File: config.mk
export PLATFORM = sky130hd
export DESIGN_NAME = radio_scan_walk_controller
export DESIGN_NICKNAME = d
export VERILOG_FILES = /design/src/hw/rtl/rswc_pkg.sv /design/src/hw/rtl/rswc_table.sv /design/src/hw/rtl/rswc_outq.sv /design/src/hw/rtl/radio_scan_walk_controller.sv
export SDC_FILE = /design/constraint.sdc
export NUM_CORES = 2
export LEC_CHECK = 0
export BUFFER_PORTS_ARGS = -buffer_cell sky130_fd_sc_hd__buf_4
export CORE_UTILIZATION = 65
export CTS_CLUSTER_DIAMETER = 40
export DETAILED_ROUTE_END_ITERATION = 7
export GPL_TIMING_DRIVEN = 0
export PLACE_DENSITY = 0.83
export SKIP_LAST_GASP = 1
export SLEW_MARGIN = 20
export SYNTH_ARGS = -nofsm -noshare
export SYNTH_HDL_FRONTEND = slang
export SYNTH_SLANG_ARGS = --single-unit
File: constraint.sdc
create_clock -name clk -period 15.4 [get_ports clk]
set_input_delay 3.85 -clock clk [delete_from_list [all_inputs] [get_ports clk]]
set_output_delay 3.85 -clock clk [all_outputs]
set_load 0.02 [all_outputs]
File: src/hw/rtl/rswc_pkg.sv
`timescale 1ns / 1ps
// Shared types and constants for the radio scan walk controller.
// No dependencies; imported by every module of the block.
package rswc_pkg;

  localparam int TABLE_DEPTH = 64;
  localparam int POS_W       = $clog2(TABLE_DEPTH);
  localparam int CNT_W       = $clog2(TABLE_DEPTH + 1);
  localparam int CHAN_W      = 16;
  localparam int OUTQ_DEPTH  = 3;
  localparam int OUTQ_PTR_W  = $clog2(OUTQ_DEPTH);
  localparam int OUTQ_CNT_W  = $clog2(OUTQ_DEPTH + 1);
  localparam int CFG_IDX_W   = 3;
  localparam int CFG_DATA_W  = 16;

  // beat modes
  typedef enum logic [2:0] {
    MODE_TICK   = 3'd0,
    MODE_APPEND = 3'd1,
    MODE_CLEAR  = 3'd2,
    MODE_START  = 3'd3,
    MODE_STOP   = 3'd4,
    MODE_JUMP   = 3'd5,
    MODE_SPARE6 = 3'd6,
    MODE_SPARE7 = 3'd7
  } mode_t;

  // result events
  typedef enum logic [2:0] {
    EV_NONE   = 3'd0,
    EV_ENTRY  = 3'd1,
    EV_EMPTY  = 3'd2,
    EV_LANDED = 3'd3,
    EV_HANG   = 3'd4
  } scan_event_t;

  // reported phase codes
  typedef enum logic [2:0] {
    PC_IDLE   = 3'd0,
    PC_WALK   = 3'd1,
    PC_DECODE = 3'd2,
    PC_LANDED = 3'd3,
    PC_HANG   = 3'd4
  } phase_code_t;

  // config register indexes
  typedef enum logic [CFG_IDX_W-1:0] {
    CFG_DWELL,
    CFG_DECODE,
    CFG_HANG,
    CFG_GUARD,
    CFG_ILV
  } cfg_reg_t;

  // one stored table entry
  typedef struct packed {
    logic              follow;
    logic              tone_coded;
    logic [CHAN_W-1:0] channel;
  } entry_t;

  typedef struct packed {
    logic [2:0]        mode;
    logic              sql_open;
    logic              tone_ok;
    logic [CHAN_W-1:0] entry_channel;
    logic              entry_tone_coded;
    logic              entry_follow;
    logic [POS_W-1:0]  jump_position;
  } in_item_t;

  typedef struct packed {
    logic [2:0]        scan_event;
    logic [2:0]        scan_phase;
    logic [POS_W-1:0]  current_position;
    logic [CHAN_W-1:0] current_channel;
    logic [CNT_W-1:0]  entry_count;
  } out_item_t;

endpackage

File: src/hw/rtl/rswc_table.sv
`timescale 1ns / 1ps
// Entry table: one write port, one registered read port, same-address bypass.
// Depends on rswc_pkg.
module rswc_table (
  input  logic                        clk,
  input  logic                        rst_n,
  input  logic                        we,
  input  logic [rswc_pkg::POS_W-1:0]  waddr,
  input  rswc_pkg::entry_t            wdata,
  input  logic [rswc_pkg::POS_W-1:0]  raddr,
  output rswc_pkg::entry_t            rdata
);
  import rswc_pkg::*;

  entry_t mem [TABLE_DEPTH];
  entry_t rd_r;
  entry_t wd_r;
  logic   fwd_r;

  always_ff @(posedge clk) begin
    if (we) begin
      mem[waddr] <= wdata;
    end
    rd_r <= mem[raddr];
    wd_r <= wdata;
  end

  // write and read on the same entry in one cycle: hand over the new data
  always_ff @(posedge clk) begin
    if (!rst_n) begin
      fwd_r <= 1'b0;
    end else begin
      fwd_r <= we && (waddr == raddr);
    end
  end

  assign rdata = fwd_r ? wd_r : rd_r;

endmodule

File: src/hw/rtl/rswc_outq.sv
`timescale 1ns / 1ps
// Small result queue in front of the output port.
// Depends on rswc_pkg.
module rswc_outq (
  input  logic                            clk,
  input  logic                            rst_n,
  input  logic                            push,
  input  rswc_pkg::out_item_t             push_data,
  output logic                            out_valid,
  input  logic                            out_stall,
  output rswc_pkg::out_item_t             out_data,
  output logic [rswc_pkg::OUTQ_CNT_W-1:0] level
);
  import rswc_pkg::*;

  out_item_t               slot_r [OUTQ_DEPTH];
  logic [OUTQ_PTR_W-1:0]   wp_r, rp_r;
  logic [OUTQ_CNT_W-1:0]   cnt_r, cnt_nxt;
  logic                    pop;

  assign out_valid = (cnt_r != '0);
  assign out_data  = slot_r[rp_r];
  assign level     = cnt_r;
  assign pop       = out_valid && !out_stall;

  always_comb begin
    cnt_nxt = cnt_r;
    if (push && !pop) begin
      cnt_nxt = cnt_r + OUTQ_CNT_W'(1);
    end else if (pop && !push) begin
      cnt_nxt = cnt_r - OUTQ_CNT_W'(1);
    end
  end

  always_ff @(posedge clk) begin
    if (push) begin
      slot_r[wp_r] <= push_data;
    end
  end

  always_ff @(posedge clk) begin
    if (!rst_n) begin
      wp_r  <= '0;
      rp_r  <= '0;
      cnt_r <= '0;
    end else begin
      cnt_r <= cnt_nxt;
      if (push) begin
        wp_r <= (wp_r == OUTQ_PTR_W'(OUTQ_DEPTH - 1)) ? '0 : wp_r + OUTQ_PTR_W'(1);
      end
      if (pop) begin
        rp_r <= (rp_r == OUTQ_PTR_W'(OUTQ_DEPTH - 1)) ? '0 : rp_r + OUTQ_PTR_W'(1);
      end
    end
  end

endmodule

File: src/hw/rtl/radio_scan_walk_controller.sv
`timescale 1ns / 1ps
// Top level of the radio scan walk controller.
// Depends on rswc_pkg, rswc_table and rswc_outq.
//
// Takes one beat per clock while in_stall is low: a 10 ms tick or a
// table/control command (append, clear, start, stop, jump), and returns
// exactly one result beat for each. The entry table lives in a 64 x 18
// synchronous RAM that is read every cycle at the position the walk will
// hold next, so the entry under the walk pointer is on the read port
// whenever the following beat needs it; an append to that very entry is
// bypassed. Result beats pass through a three-deep queue, so input keeps
// flowing while the consumer stalls, until three results are waiting (or
// two plus one in flight), at which point in_stall rises. No clearing pass
// after reset: entries past the loaded count are never used. The user
// writes config registers only while idle; the block does not enforce it.
module radio_scan_walk_controller (
  input  logic                            clk,
  input  logic                            rst_n,
  input  logic                            in_valid,
  output logic                            in_stall,
  input  rswc_pkg::in_item_t              in_data,
  output logic                            out_valid,
  input  logic                            out_stall,
  output rswc_pkg::out_item_t             out_data,
  input  logic                            cfg_we,
  input  logic [rswc_pkg::CFG_IDX_W-1:0]  cfg_index,
  input  logic [rswc_pkg::CFG_DATA_W-1:0] cfg_wdata
);
  import rswc_pkg::*;

  typedef enum logic [4:0] {
    PH_IDLE   = 5'b00001,
    PH_WALK   = 5'b00010,
    PH_DECODE = 5'b00100,
    PH_LANDED = 5'b01000,
    PH_HANG   = 5'b10000
  } phase_t;

  function automatic logic [2:0] phase_code(input phase_t ph);
    logic [2:0] c;
    case (ph)
      PH_IDLE:   c = PC_IDLE;
      PH_WALK:   c = PC_WALK;
      PH_DECODE: c = PC_DECODE;
      PH_LANDED: c = PC_LANDED;
      PH_HANG:   c = PC_HANG;
      default:   c = PC_IDLE;
    endcase
    return c;
  endfunction

  // ---------------------------------------------------------------- config
  logic [14:0] dwell_r, decode_r, hang_r;
  logic [15:0] guard_r;
  logic [7:0]  ilv_r;

  always_ff @(posedge clk) begin
    if (!rst_n) begin
      dwell_r  <= 15'd5;
      decode_r <= 15'd10;
      hang_r   <= 15'd200;
      guard_r  <= 16'd500;
      ilv_r    <= 8'd8;
    end else if (cfg_we) begin
      case (cfg_index)
        CFG_DWELL:  dwell_r  <= cfg_wdata[14:0];
        CFG_DECODE: decode_r <= cfg_wdata[14:0];
        CFG_HANG:   hang_r   <= cfg_wdata[14:0];
        CFG_GUARD:  guard_r  <= cfg_wdata;
        CFG_ILV:    ilv_r    <= cfg_wdata[7:0];
        default:    ;
      endcase
    end
  end

  // ---------------------------------------------------------------- state
  logic [CNT_W-1:0]  count_r, count_nxt;
  logic [POS_W-1:0]  pos_r, pos_nxt;
  logic              fol_v_r, fol_v_nxt;
  logic [POS_W-1:0]  fol_slot_r, fol_slot_nxt;
  logic [7:0]        ssf_r, ssf_nxt;
  // ssf_r holds a pending value until the new entry's follow flag is read
  logic              ssf_lazy_r, ssf_lazy_nxt;
  phase_t            phase_r, phase_nxt;
  logic [15:0]       cd_r, cd_nxt;
  logic              grd_v_r, grd_v_nxt;
  logic [POS_W-1:0]  grd_slot_r, grd_slot_nxt;
  logic [15:0]       lc_r, lc_nxt;
  logic [2:0]        ev_nxt;

  logic              in_acc;
  entry_t            ent;
  entry_t            cur;
  logic              tbl_we;
  entry_t            tbl_wd;

  assign in_acc = in_valid && !in_stall;

  rswc_table u_table (
    .clk   (clk),
    .rst_n (rst_n),
    .we    (tbl_we),
    .waddr (count_r[POS_W-1:0]),
    .wdata (tbl_wd),
    .raddr (pos_nxt),
    .rdata (ent)
  );

  // entry under the walk pointer; an empty table reads as an uncoded channel 0
  assign cur = ({1'b0, pos_r} < count_r) ? ent : '0;

  logic [7:0] ssf_eff;
  assign ssf_eff = (ssf_lazy_r && ent.follow) ? 8'd0 : ssf_r;

  // ------------------------------------------------------- next entry choice
  logic [CNT_W-1:0] adv_p1, adv_p2;
  logic [POS_W-1:0] adv_seq, adv_c1, adv_c2, adv_next;
  logic             adv_skip;
  logic [7:0]       ssf_inc;

  always_comb begin
    adv_p1   = {1'b0, pos_r} + CNT_W'(1);
    adv_seq  = (adv_p1 >= count_r) ? '0 : adv_p1[POS_W-1:0];
    adv_c1   = (fol_v_r && (ssf_eff >= ilv_r)) ? fol_slot_r : adv_seq;
    // guarded entry is passed over once
    adv_skip = grd_v_r && (grd_slot_r == adv_c1) && (count_r > CNT_W'(1));
    adv_p2   = {1'b0, adv_c1} + CNT_W'(1);
    adv_c2   = (adv_p2 >= count_r) ? '0 : adv_p2[POS_W-1:0];
    adv_next = adv_skip ? adv_c2 : adv_c1;
    ssf_inc  = (ssf_eff == 8'hFF) ? ssf_eff : ssf_eff + 8'd1;
  end

  // ------------------------------------------------------------- step logic
  logic        fire;
  logic [15:0] cd_dec;
  logic        do_adv;
  logic        keep;
  logic [15:0] lc_inc;
  logic        sq, tone;

  assign fire   = (cd_r <= 16'd1);
  assign cd_dec = fire ? 16'd0 : cd_r - 16'd1;
  assign sq     = in_data.sql_open;
  assign tone   = in_data.tone_ok;
  assign keep   = cur.tone_coded ? (sq && tone) : sq;
  assign lc_inc = (lc_r == 16'hFFFF) ? lc_r : lc_r + 16'd1;

  always_comb begin
    count_nxt    = count_r;
    pos_nxt      = pos_r;
    fol_v_nxt    = fol_v_r;
    fol_slot_nxt = fol_slot_r;
    ssf_nxt      = ssf_eff;
    ssf_lazy_nxt = 1'b0;
    phase_nxt    = phase_r;
    cd_nxt       = cd_r;
    grd_v_nxt    = grd_v_r;
    grd_slot_nxt = grd_slot_r;
    lc_nxt       = lc_r;
    ev_nxt       = EV_NONE;
    do_adv       = 1'b0;
    tbl_we       = 1'b0;
    tbl_wd       = '{follow: in_data.entry_follow, tone_coded: in_data.entry_tone_coded,
                     channel: in_data.entry_channel};

    if (in_acc) begin
      case (in_data.mode)
        MODE_TICK: begin
          case (phase_r)
            PH_WALK: begin
              if (sq) begin
                phase_nxt = PH_DECODE;
                cd_nxt    = {1'b0, decode_r};
              end else begin
                cd_nxt = cd_dec;
                do_adv = fire;
              end
            end
            PH_DECODE: begin
              if (!sq) begin
                cd_nxt = 16'd0;
                do_adv = 1'b1;
              end else begin
                cd_nxt = cd_dec;
                if (fire) begin
                  if (!cur.tone_coded || tone) begin
                    phase_nxt = PH_LANDED;
                    lc_nxt    = 16'd0;
                    ev_nxt    = EV_LANDED;
                  end else begin
                    do_adv = 1'b1;
                  end
                end
              end
            end
            PH_LANDED: begin
              if (!keep) begin
                phase_nxt = PH_HANG;
                cd_nxt    = {1'b0, hang_r};
                ev_nxt    = EV_HANG;
              end else if (!cur.tone_coded) begin
                lc_nxt = lc_inc;
                // carrier held too long: mark for one skip and drop to hang
                if (lc_inc >= guard_r) begin
                  grd_v_nxt    = 1'b1;
                  grd_slot_nxt = pos_r;
                  phase_nxt    = PH_HANG;
                  cd_nxt       = 16'd0;
                  ev_nxt       = EV_HANG;
                end
              end
            end
            PH_HANG: begin
              if (sq && (!cur.tone_coded || tone)) begin
                phase_nxt = PH_LANDED;
                lc_nxt    = 16'd0;
                ev_nxt    = EV_LANDED;
              end else begin
                cd_nxt = cd_dec;
                do_adv = fire;
              end
            end
            default: ;
          endcase
        end
        MODE_APPEND: begin
          if (count_r < CNT_W'(TABLE_DEPTH)) begin
            tbl_we    = 1'b1;
            count_nxt = count_r + CNT_W'(1);
            if (in_data.entry_follow) begin
              fol_v_nxt    = 1'b1;
              fol_slot_nxt = count_r[POS_W-1:0];
            end
          end
        end
        MODE_CLEAR: begin
          count_nxt = '0;
          pos_nxt   = '0;
          fol_v_nxt = 1'b0;
          grd_v_nxt = 1'b0;
        end
        MODE_START: begin
          phase_nxt = PH_WALK;
          cd_nxt    = {1'b0, dwell_r};
          ssf_nxt   = 8'd0;
        end
        MODE_STOP: begin
          phase_nxt = PH_IDLE;
        end
        MODE_JUMP: begin
          if ({1'b0, in_data.jump_position} < count_r) begin
            pos_nxt      = in_data.jump_position;
            phase_nxt    = PH_WALK;
            cd_nxt       = {1'b0, dwell_r};
            // 0 if the target is the follow entry, else 1: settled next cycle
            ssf_nxt      = 8'd1;
            ssf_lazy_nxt = 1'b1;
            grd_v_nxt    = 1'b0;
          end
        end
        default: ;
      endcase

      if (do_adv) begin
        if (count_r == '0) begin
          phase_nxt = PH_IDLE;
          ev_nxt    = EV_EMPTY;
        end else begin
          pos_nxt      = adv_next;
          if (adv_skip) begin
            grd_v_nxt = 1'b0;
          end
          ssf_nxt      = ssf_inc;
          ssf_lazy_nxt = 1'b1;
          phase_nxt    = PH_WALK;
          cd_nxt       = {1'b0, dwell_r};
          ev_nxt       = EV_ENTRY;
        end
      end
    end
  end

  always_ff @(posedge clk) begin
    if (!rst_n) begin
      count_r    <= '0;
      pos_r      <= '0;
      fol_v_r    <= 1'b0;
      fol_slot_r <= '0;
      ssf_r      <= '0;
      ssf_lazy_r <= 1'b0;
      phase_r    <= PH_IDLE;
      cd_r       <= '0;
      grd_v_r    <= 1'b0;
      grd_slot_r <= '0;
      lc_r       <= '0;
    end else begin
      count_r    <= count_nxt;
      pos_r      <= pos_nxt;
      fol_v_r    <= fol_v_nxt;
      fol_slot_r <= fol_slot_nxt;
      ssf_r      <= ssf_nxt;
      ssf_lazy_r <= ssf_lazy_nxt;
      phase_r    <= phase_nxt;
      cd_r       <= cd_nxt;
      grd_v_r    <= grd_v_nxt;
      grd_slot_r <= grd_slot_nxt;
      lc_r       <= lc_nxt;
    end
  end

  // ------------------------------------------------------- result assembly
  // The channel of the new position is on the RAM port in the next cycle, with the s1 stage.
  logic             s1_v_r;
  logic [2:0]       s1_ev_r, s1_ph_r;
  logic [POS_W-1:0] s1_pos_r;
  logic [CNT_W-1:0] s1_cnt_r;
  out_item_t        res;
  logic [OUTQ_CNT_W-1:0] q_level;

  always_ff @(posedge clk) begin
    if (!rst_n) begin
      s1_v_r <= 1'b0;
    end else begin
      s1_v_r <= in_acc;
    end
  end

  always_ff @(posedge clk) begin
    if (in_acc) begin
      s1_ev_r  <= ev_nxt;
      s1_ph_r  <= phase_code(phase_nxt);
      s1_pos_r <= pos_nxt;
      s1_cnt_r <= count_nxt;
    end
  end

  assign res = '{scan_event: s1_ev_r, scan_phase: s1_ph_r, current_position: s1_pos_r,
                 current_channel: cur.channel, entry_count: s1_cnt_r};

  rswc_outq u_outq (
    .clk       (clk),
    .rst_n     (rst_n),
    .push      (s1_v_r),
    .push_data (res),
    .out_valid (out_valid),
    .out_stall (out_stall),
    .out_data  (out_data),
    .level     (q_level)
  );

  // room must remain for the beat already in flight
  assign in_stall = (q_level == OUTQ_CNT_W'(OUTQ_DEPTH)) ||
                    ((q_level == OUTQ_CNT_W'(OUTQ_DEPTH - 1)) && s1_v_r);

endmodule

# Yosys cells after proc, flatten, opt, wreduce, memory -nomap -nowiden
# Memory sizes are Yosys's and may differ from the RTL's. A register that Yosys moved wholly into a read port is not among the register bits.
# Index checks and enable logic that the tools add are counted.
# totals
output_inout_bits	37
regBits	187
latchBits	0
rom_bits	0
word_cells	224
input_bits	53
mem_count	2
ramBits	1257
# op_classes
n_mul	0
div_mod_pow	0
addsub	10
order_cmp	9
shift	0
reduce_logical	36
muxes	105
n_eq_ne	33
bitwise	1
# memory_table
name	words	width	read_ports	rd_ports_with_merged_regs	wr	line	text
u_table.mem	64	18	1	1	1	rswc_table.sv:15	entry_t mem [TABLE_DEPTH];
u_outq.slot_r	3	35	1	1	1	rswc_outq.sv:16	out_item_t slot_r [OUTQ_DEPTH];
# ops
operator	n
two-way mux 16 bit	17
one-hot mux 16 bit (3 select lines)	2
one-hot mux 16 bit (4 select lines)	1
two-way mux 5 bit	11
two-way mux 6 bit	8
two-way mux 8 bit	6
one-hot mux 5 bit (4 select lines)	2
two-way mux 1 bit	29
two-way mux 2 bit	12
two-way mux 18 bit	1
two-way mux 17 bit	1
adder 16 x 1 -> 16 bit (second input constant)	1
equality test 16 bit (second input constant)	1
greater-or-equal comparator 16 bit	1
<= comparator 16 x 1 -> 1 bit (second input constant)	1
!= test 2 bit (second input constant)	8
one-hot mux 8 bit (2 select lines)	1
subtractor 16 x 1 -> 16 bit (second input constant)	1
two-way mux 3 bit	5
adder 6 x 1 -> 7 bit (second input constant)	2
greater-or-equal comparator 7 bit	2
less-than comparator 6 x 7 -> 1 bit	2
two-way mux 7 bit	2
one-hot mux 7 bit (2 select lines)	1
other kinds (34)	76

# Longest topological paths before layout
# logic_depth
ltp_word	15
mapped_depth	33

# Cells and area by module
# A second synthesis with hierarchy kept.
# unflattened
cells_unflattened	3503
hier_area_um2	58899.0
# by_module_without_submodules
module	n_inst	cells_per_inst	area_each_um2	seq_area_each_um2
rswc_table	1	2006	45004.4	35333.9
radio_scan_walk_controller	1	1243	9695.5	3433.3
rswc_outq	1	254	4199.0	3313.2

# Worst setup path before layout
# OpenSTA, ideal clock, no wires.
# synth_path
path_kind	input -> register
from	input port in_data[1] in the netlist's numbering
to	register u_table.rd_r[10] (netlist name)
setup_time_ns	0.140
slack_ns	8.154
t_arrival_ns	7.106
stages	17
path_cell_list	ha_1 a21o_1 a21o_1 a21o_1 a211oi_1 a21oi_1 a221oi_1 a31o_1 buf_2 inv_2 nand2b_2 or3_1 buf_2 buf_2 a311oi_1 a2111oi_0 nand4_1
# synth_between
elab_chain_len	6
# synth_lines
item	line	text
from (decl)	radio_scan_walk_controller.sv:21	input rswc_pkg::in_item_t in_data,
less-than comparator 6 x 7 -> 1 bit (*)	radio_scan_walk_controller.sv:251	if ({1'b0, in_data.jump_position} < count_r) begin
two-way mux 6 bit (*)	radio_scan_walk_controller.sv:251	
one-hot mux 6 bit (2 select lines) (*)	radio_scan_walk_controller.sv:167	case (in_data.mode)
two-way mux 6 bit	radio_scan_walk_controller.sv:265	if (count_r == '0) begin
two-way mux 6 bit (*)	radio_scan_walk_controller.sv:264	if (do_adv) begin
two-way mux 6 bit (*)	radio_scan_walk_controller.sv:166	if (in_acc) begin
named net pos_nxt[3]	radio_scan_walk_controller.sv:78	logic [POS_W-1:0] pos_r, pos_nxt;
# Mark *: on every way through the listed nets, which the timed path passes. The rest lies on a longest branch.
# A chain may end at the register's enable or synchronous reset.

# Worst setup path in the final report
# layout_path
from	register u_table.fwd_r
to	register u_table.rd_r[13] (netlist name)
# layout_between
elab_chain_len	13
word_cells_on_any_way	27
# layout_lines
item	line	text
from (decl)	rswc_table.sv:18	logic fwd_r;
from (signal assigned)	rswc_table.sv:33	fwd_r <= we && (waddr == raddr);
two-way mux 18 bit (*)	rswc_table.sv:37	assign rdata = fwd_r ? wd_r : rd_r;
logical AND 1 bit	radio_scan_walk_controller.sv:113	assign ssf_eff = (ssf_lazy_r && ent.follow) ? 8'd0 : ssf_r;
two-way mux 8 bit	radio_scan_walk_controller.sv:113	
greater-or-equal comparator 8 bit	radio_scan_walk_controller.sv:124	adv_c1 = (fol_v_r && (ssf_eff >= ilv_r)) ? fol_slot_r : adv_seq;
logical AND 1 bit	radio_scan_walk_controller.sv:124	
two-way mux 6 bit	radio_scan_walk_controller.sv:124	
adder 6 x 1 -> 7 bit / equality test 6 bit (equally long branches)	radio_scan_walk_controller.sv:127, radio_scan_walk_controller.sv:126	
greater-or-equal comparator 7 bit / logical AND 1 bit (equally long branches)	radio_scan_walk_controller.sv:128, radio_scan_walk_controller.sv:126	
two-way mux 6 bit / logical AND 1 bit (equally long branches)	radio_scan_walk_controller.sv:128, radio_scan_walk_controller.sv:126	
two-way mux 6 bit	radio_scan_walk_controller.sv:129	adv_next = adv_skip ? adv_c2 : adv_c1;
two-way mux 6 bit	radio_scan_walk_controller.sv:265	
two-way mux 6 bit (*)	radio_scan_walk_controller.sv:264	
two-way mux 6 bit (*)	radio_scan_walk_controller.sv:166	
named net pos_nxt[4]	radio_scan_walk_controller.sv:78	
# Mark *: on every way through the listed nets, which the timed path passes. The rest lies on a longest branch. The select of a mux whose other input is x is not followed.

==> flow_summary.yaml <==
routing:
  vias: 44800
  vias_per_cell: 6.67
  drt_iter0_drc: 7271
  dr.pass1.iters: 8
  postRouteAntennaNets: 0
  totalWireLength_um: 185000
  routedWlPerCell_um: 27.6
  drc: 18
critical_path:
  max_stage_delay_ns: 1.03
  worstPathRequired_ns: 15.90
  critPathKind: "reg -> reg"
  crit_path_start_kind: "flop"
  end_kind: "flop"
  timing.rr.start: "u_table.fwd_r"
  cp_slowest_cell: "a2111oi_0"
  critPathArrivalTime_ns: 9.88
  worstSetupStartpoint: "u_table.fwd_r"
  worstPathMaxFanout: 10
pwr:
  p_leak_uw: 0.0243
  peakVddDrop_v: 0.000117
  powerDensity_mw_per_mm2: 126
yosys:
  async_flop_share_pct: 0
  yosys.area.top_type_share_pct: 63.3
  syn_inst: 5019
  synth-xor-area-share_pct: 0.506
  synth-edff-count: 1276
  ys.flop_type: "edfxtp_1"
  ys_seq_area_share_pct: 69.5
  synthAdderAreaFrac_pct: 1.20
  yosys-mux-area-fraction_pct: 1.31
  ys_types: 87
  synthesis.nets: 5130
  synth_top_family_by_area: "simple AND/OR/NAND/NOR gates"
  ys_ff_latch: 1464
  synth_compound_area_share_pct: 7.98
  yosys_warnings: 0
  yosysTopAreaCell: "edfxtp_1"
  synthesis.area_mm2: 0.0606
  avgSynthCellArea_um2: 12.1
  synth_area_leaders: "edfxtp_1 63%, nand2_1 8.6%, dfxtp_1 6.2%"
  yosys.area_share.simple_pct: 16.9
clock_network:
  insertion_delay_ns: 0.81
  cts_buffers: 161
  clock-sinks: 1464
  post_cts_buffers: 0
  postCtsHoldBufs: 0
  clkTransAtPathRegs_ns: 0.06
  cts_tree: "yes"
  cts_root_buf: "clkbuf_16"
  cts.path.max_buffers: 3
  cts_resized: 0
  cts.htree.levels: 4
floorplan:
  start_util_pct: 65.9
  dieArea_mm2: 0.0944
  fp.coreArea_mm2: 0.0919
  dieWidth_um: 307
  die_h_um: 307
  num_rows: 111
  ios: 90
timing:
  finalSetupTns_ns: 0
  slew_violations: 0
  hold_ws_ns: 0.458
  rsz0062_at_grt: "no"
  period_share_pct: 60.9
  fmax_mhz: 107
  finalHoldViolations: 0
  finClkSkew_ns: 0.0268
  min_period_ns: 9.38
  setup_viol: 0
  relSlewSlack_pct: 21.5
  tightest_slew_ns: 1.15
min_path:
  hold_path_class: "reg -> reg"
  hold_start: "guard_r[10]"
run_status:
  status: "finished, violations left"
  violations: "DRC"
global_route:
  grt_pass1_wl_um: 269000
  gr-total-overflow: 0
  grt_pass1_vias: 43200
  grt_util_met1_pct: 50.2
  grt_usage_pct: 39.3
  grt_max_degree: 73
  antenna_found_initial: 10
  grtUsageMet3_pct: 11.5
  gr-max-usage-layer: "met2"
  grt_util_met2_pct: 60.8
placement:
  gp_congestion: 1.00
  portBuffers: 86
  dp_cells: 6416
  place_hpwl_um: 120000
final_layout:
  utilization_pct: 75.1
  fin_cells: 6713
  nNetsFinal: 5447
  final_common_cell: "nand2_1"
  final_cell_mix: "1395 x nand2_1, 1276 x edfxtp_1, 314 x nand3_1"
  drive_gt1_share_pct: 12.1
  synthToLayoutAreaGrowth_pct: 14.1
job:
  cap_violations: 0
==> worst max-delay path, delay by kind of cell, from the launching register on <==
family                     cells  cell delay [ns]
adders and majority gates      3             0.85
buffers and inverters          4             0.93
muxes                          1             0.35
DFF                            1             0.33
and+or+nand+nor               11             2.64
AOI/OAI and AO/OA              9             3.82
xor gates and xnor gates       1             0.16
==> path summary, 6_finish.rpt <==
kind	to	slack, ns	depth (start not counted)
worst min register to register	guard_r[10]	0.46	2
worst max-delay path	u_table.rd_r[13]	6.02	29
worst max register to register	u_table.rd_r[13]	6.02	29
worst min-delay path	guard_r[10]	0.46	2
==> power breakdown <==
part	internal, uW	switching [uW]	total [uW]
Sequential	4350	22.3	4380
Combinational	144	344	488
Clock	2180	1650	3840
==> through the flow <==
stage / worst slack (ns) / instance area (um^2) / total power [uW]
finish: 6.02 / 69100 / 8700
global route: 5.63 / 69100 / 8870
CTS: 6.36 / 69000 / 8670
detailed placement: 5.93 / 63800 / 4930
global placement: 5.96 / 62800 / 4920
floorplan: 8.15 / 60600 / 4700
==> routing by layer <==
metal | share of wire (%) | up-vias
met1 | 34 | 21500
met5 | 0.062 | -
met2 | 46 | 3623
li1 | - | 19100
met4 | 6.0 | 16
met3 | 14 | 634
==> state kept, by name, indices dropped and copies added, names as in the netlist, 15 cells and up, named ones only <==
| name | cells |
|---|---|
| u_table.mem | 1152 |
| hang_r | 15 |
| guard_r | 16 |
| dwell_r | 15 |
| decode_r | 15 |
| lc_r | 16 |
| u_outq.slot_r | 105 |
| u_table.wd_r | 18 |
| u_table.rd_r | 18 |
| cd_r | 16 |
==> area by class of cell <==
class                           instances  area [um^2]
Antenna cell                            2         5.00
Buffer                                304         1370
Clock buffer                          184         4130
Clock inverter                        111         1160
Fill cell                            5542        22900
Inverter                               56          210
Multi-Input combinational cell       3195        17100
Sequential cell                      1464        42100
Tap cell                             1243         1560
Timing Repair Buffer                  154         1430
==> cells in the mapped netlist (16+ instances only) <==
| cell type | number |
|---|---|
| and3_1 | 223 |
| a21o_1 | 19 |
| a311oi_1 | 57 |
| nand3_1 | 314 |
| nor3_1 | 21 |
| o211ai_1 | 18 |
| edfxtp_1 | 1276 |
| a32oi_1 | 27 |
| buf_1 | 21 |
| and2_1 | 26 |
| buf_2 | 128 |
| a22oi_1 | 50 |
| xnor2_1 | 25 |
| and4_1 | 22 |
| mux2i_1 | 72 |
| a21oi_1 | 149 |
| ha_1 | 58 |
| inv_1 | 50 |
| o21ai_0 | 95 |
| dfxtp_1 | 188 |
| a2111oi_0 | 16 |
| nand2_1 | 1395 |
| a31oi_1 | 169 |
| nor2_1 | 184 |
| nand4_1 | 39 |
| clkbuf_1 | 140 |
==> logic make-up after synthesis <==
logic type,count (synthesis)
xor+xnor,35
compound gates,715
buf+inv,360
simple gates,2309
mux,78
fa+ha+maj,58
flops,1464
No activity file was read; power rests on OpenSTA's default activity.
